[src/rtl/epmd_pkg.sv]
// ----------------------------------------------------------------------------
// epmd_pkg
// Shared widths, register indexes and the multiply-accumulate op word for
// the edge point median deviation filter.
// ----------------------------------------------------------------------------
package epmd_pkg;

  localparam int COORD_W   = 24;
  localparam int MAXDEV_W  = 23;
  localparam int CFG_IDX_W = 3;
  localparam int DIFF_W    = 25;   // coordinate difference
  localparam int OFF_W     = 50;   // cross product offset
  localparam int MED_W     = 51;   // median at double scale
  localparam int AD_W      = 52;   // magnitude of deviation, squared operands
  localparam int HALF_W    = 26;   // operand half for wide products
  localparam int MUL_W     = 27;   // signed multiplier operand
  localparam int PROD_W    = 54;
  localparam int ACC_W     = 106;

  localparam logic [CFG_IDX_W-1:0] REG_GUIDE_START_X = 3'd0;
  localparam logic [CFG_IDX_W-1:0] REG_GUIDE_START_Y = 3'd1;
  localparam logic [CFG_IDX_W-1:0] REG_GUIDE_END_X   = 3'd2;
  localparam logic [CFG_IDX_W-1:0] REG_GUIDE_END_Y   = 3'd3;
  localparam logic [CFG_IDX_W-1:0] REG_MAX_DEVIATION = 3'd4;

  localparam logic [1:0] SH_0  = 2'd0;
  localparam logic [1:0] SH_26 = 2'd1;
  localparam logic [1:0] SH_52 = 2'd2;

  typedef logic signed [COORD_W-1:0] coord_t;

  typedef struct packed {
    logic       valid;
    logic       clear;
    logic       sub;
    logic [1:0] shift;
  } mac_op_t;

endpackage

[src/rtl/epmd_mac.sv]
// ----------------------------------------------------------------------------
// epmd_mac
// Shared signed 27x27 multiplier with a registered product and a shifted
// 106-bit accumulator behind it.
// ----------------------------------------------------------------------------
module epmd_mac (
  input  logic                           clk,
  input  logic                           rst,
  input  epmd_pkg::mac_op_t              op,
  input  logic signed [epmd_pkg::MUL_W-1:0] a,
  input  logic signed [epmd_pkg::MUL_W-1:0] b,
  output logic signed [epmd_pkg::ACC_W-1:0] acc
);
  import epmd_pkg::*;

  logic signed [PROD_W-1:0] prod;
  mac_op_t                  op1;
  logic signed [ACC_W-1:0]  ext;
  logic signed [ACC_W-1:0]  term;
  logic signed [ACC_W-1:0]  base;

  always_ff @(posedge clk) begin
    if (rst) begin
      op1 <= '0;
    end else begin
      op1 <= op;
    end
  end

  always_ff @(posedge clk) begin
    prod <= a * b;
  end

  always_comb begin
    ext = {{(ACC_W-PROD_W){prod[PROD_W-1]}}, prod};
    unique case (op1.shift)
      SH_0:    term = ext;
      SH_26:   term = ext <<< 26;
      SH_52:   term = ext <<< 52;
      default: term = ext;
    endcase
    base = op1.clear ? '0 : acc;
  end

  always_ff @(posedge clk) begin
    if (op1.valid) begin
      acc <= op1.sub ? base - term : base + term;
    end
  end

endmodule

[config.mk]
export PLATFORM = sky130hd
export DESIGN_NAME = epmd_mac
export DESIGN_NICKNAME = d
export VERILOG_FILES = /design/src/rtl/epmd_pkg.sv /design/src/rtl/epmd_mac.sv
export SDC_FILE = /design/constraint.sdc
export NUM_CORES = 2
export LEC_CHECK = 0
export BUFFER_PORTS_ARGS = -buffer_cell sky130_fd_sc_hd__buf_2
export CAP_MARGIN = 40
export CORE_UTILIZATION = 28
export CTS_CLUSTER_DIAMETER = 120
export CTS_CLUSTER_SIZE = 10
export DETAILED_ROUTE_END_ITERATION = 10
export PLACE_DENSITY = 0.39
export REMOVE_ABC_BUFFERS = 1
export SLEW_MARGIN = 20
export SYNTH_ARGS = -nofsm -noshare
export SYNTH_HDL_FRONTEND = slang
export SYNTH_SLANG_ARGS = --single-unit
[constraint.sdc]
create_clock -name clk -period 8.7 [get_ports clk]
set_input_delay 0.87 -clock clk [delete_from_list [all_inputs] [get_ports clk]]
set_output_delay 0.87 -clock clk [all_outputs]
set_load 0.02 [all_outputs]
==> impl_metrics.yaml <==
final_layout:
  design_area_um2: 45500
  area_delta_synth_final_pct: 8.42
  layout_commonest_cell: "inv_1"
  seqCellArea_um2: 4380
  multi_input_area_um2: 33300
  final_nets: 6015
  drive_gt1_frac: 0.0618
  n_fill_cell: 16000
  final_cell_mix: "911 x inv_1, 762 x fa_1, 607 x nand2_1"
critical_path:
  reg2reg_from: "op1[0]$_SDFF_PP0_"
  setup.worst_path.end_class: "flip-flop"
  path_max_fanout: 27
  crit_required_ns: 9.12
  crit_start: "b[4]"
  path_class: "primary input to flip-flop"
  arrival_ns: 8.20
  endpoint: "prod[50]$_DFF_P_"
  startpoint_type: "primary input"
  r2r_end: "acc[102]$_DFFE_PP_"
  rr_worst_depth: 22
  regToRegSetupSlack_ns: 1.42
synthesis:
  yosys-top-cells-area: "fa_1 36%, inv_1 8.1%, ha_1 7.9%"
  synth_top_cell_by_area: "fa_1"
  yosys_warnings: 0
  syn_area_um2: 42000
  syn_area_per_cell_um2: 8.54
  postSynthCellCount: 4917
  synth_seq_cells: 165
  synthFlopType: "edfxtp_1"
  synth-edff-count: 106
  synth_top_cell_area_share: 0.363
  synth_seq_area_share: 0.104
  yosysUniqueCellTypes: 87
  async_reset_ff_frac: 0
clock_network:
  cts.hold.buffers_added: 0
  cts_max_level: 4
  cts_tree: "yes"
  clk_path_buf_depth: 2
  cts_resized: 0
  cts_inserted_buffers: 17
  clk_latency_ns: 0.49
  path_clk_slew_ns: 0.07
  cts_setup_buffers: 0
  ctsRootBufferMaster: "clkbuf_16"
  cts_sinks: 165
run_status:
  status: "completed"
global_route:
  grt_overflow: 0
  grt_pass1_wl_um: 218000
  grt_pass1_vias: 34500
  grt_max_degree: 77
  grt_use_total: 0.187
  antenna_found_initial: 5
timing:
  fin_crit_sh: 0.895
  max_freq_mhz: 128
  hold_viol: 0
  rsz0062_at_grt: "no"
  worstMarginPinSlew_ns: 1.10
  period_minus_slack_ns: 7.78
  setup_viol: 0
  slew_headroom: 0.267
  finalMaxSlewViolations: 0
  setup_slack_ns: 0.918
  skew_ns: 0.0236
worst_hold_path:
  min_path_type: "flip-flop to flip-flop"
drt:
  wire_per_inst_um: 20.3
  vias_per_cell: 4.72
  final_antenna_net_count: 0
  drt_iter0_markers: 2022
  totalWireLength_um: 141000
  dr_total_vias: 32800
  first_pass_iters: 6
  route.detailed.drc: 0
floorplan:
  rows: 141
  die_w_um: 389
  design.portCount: 167
  dieArea_um2: 152000
  start_util: 0.283
  core_area_um2: 148000
  fp.dieH_um: 389
place:
  place_worst_setup_slack_ns: 0.362
  routabilityCongestion: 0.865
  placed_cell_area_um2: 45000
  post-dp-hpwl_um: 120000
  port_buffers: 166
flow_run:
  drv_cap: 0
[per-stage QoR]
step           instances   util  setup TNS (ns)  hold WS, ns
2_1_floorplan       4667      -           -4.64        0.803
3_3_place_gp        6905  0.303               0        0.794
3_5_place_dp        6909  0.303               0        0.682
4_1_cts             6941  0.307               0        0.702
5_1_grt             6941  0.307               0        0.706
6_report            6942  0.307               0        0.674
[cell usage after synthesis, types with 17 or more instances]
cell type	n
ha_1	266
o21a_1	24
xnor2_1	151
nand2b_1	29
o21ai_0	139
nand4_1	40
buf_1	17
nor3_1	37
a31oi_1	37
a221oi_1	24
o211ai_1	18
nand3_1	42
a21oi_1	291
nor2_1	200
nand2_1	607
xor2_1	97
o21bai_1	39
dfxtp_1	59
o31ai_1	17
and3_1	21
nor2b_1	136
fa_1	762
inv_1	911
clkbuf_1	222
edfxtp_1	106
a21o_1	86
and2_1	312
a22oi_1	29
[state kept, by name, summed over array words and instances, names as in the netlist]
| name | cells |
|---|---|
| acc | 106 |
| prod | 54 |
| op1 | 5 |
[routing by layer]
metal,track usage,share of wire,vias up
li1,-,-,15500
met1,0.273,0.50,16600
met2,0.302,0.45,614
met3,0.0128,0.029,117
met4,0.0402,0.019,4
met5,0,0.00012,-
[cell families after synthesis]
family | count (synthesis) | share of synthesized area
muxes | 2 | 0.000506
buffers and inverters | 1163 | 0.105
AOI/OAI and AO/OA | 815 | 0.122
xor gates and xnor gates | 248 | 0.0517
and+or+nand+nor | 1496 | 0.175
adders and majority gates | 1028 | 0.442
DFF | 165 | 0.104
[area by class of cell]
cell class,instances,area share
repair buffers,240,0.0312
inverters,913,0.0753
clock inverters,12,0.00214
clock buffers,20,0.00959
well taps,2002,0.0550
diodes,1,0.0000550
flip-flops and latches,165,0.0961
multi-input cells,3589,0.731
[how the worst min path moves through the flow]
stage | startpoint | to | slack [ns] | depth (start not counted)
after floorplan | prod[0]$_DFF_P_ | acc[0]$_DFFE_PP_ | 0.80 | 4
after global placement | acc[0]$_DFFE_PP_ | acc[0]$_DFFE_PP_ | 0.79 | 3
after detailed placement | op1[4]$_SDFF_PP0_ | acc[105]$_DFFE_PP_ | 0.68 | 0
after CTS | op1[4]$_SDFF_PP0_ | acc[101]$_DFFE_PP_ | 0.70 | 0
after global routing | op1[4]$_SDFF_PP0_ | acc[101]$_DFFE_PP_ | 0.71 | 0
final | op1[4]$_SDFF_PP0_ | acc[101]$_DFFE_PP_ | 0.67 | 0
[critical path, cell delays in order]
cell and delay [ns]:
buf_2 0.43, nand2_1 0.15, fa_1 0.53, inv_1 0.05
fa_1 0.54, inv_1 0.07, fa_1 0.53, inv_1 0.05
fa_1 0.50, inv_1 0.06, fa_1 0.56, fa_1 0.46
fa_1 0.51, inv_1 0.05, ha_1 0.37, and3_1 0.20
and2_1 0.18, a211oi_1 0.06, a311oi_1 0.39, o311a_1 0.32
nor4_1 0.08, nor2_1 0.30, a211oi_1 0.20, o21ba_2 0.27
o31ai_1 0.28, xor2_1 0.16
Power is not shown: default switching activity piles up to over one toggle a cycle in this logic, so the estimate is an artifact.
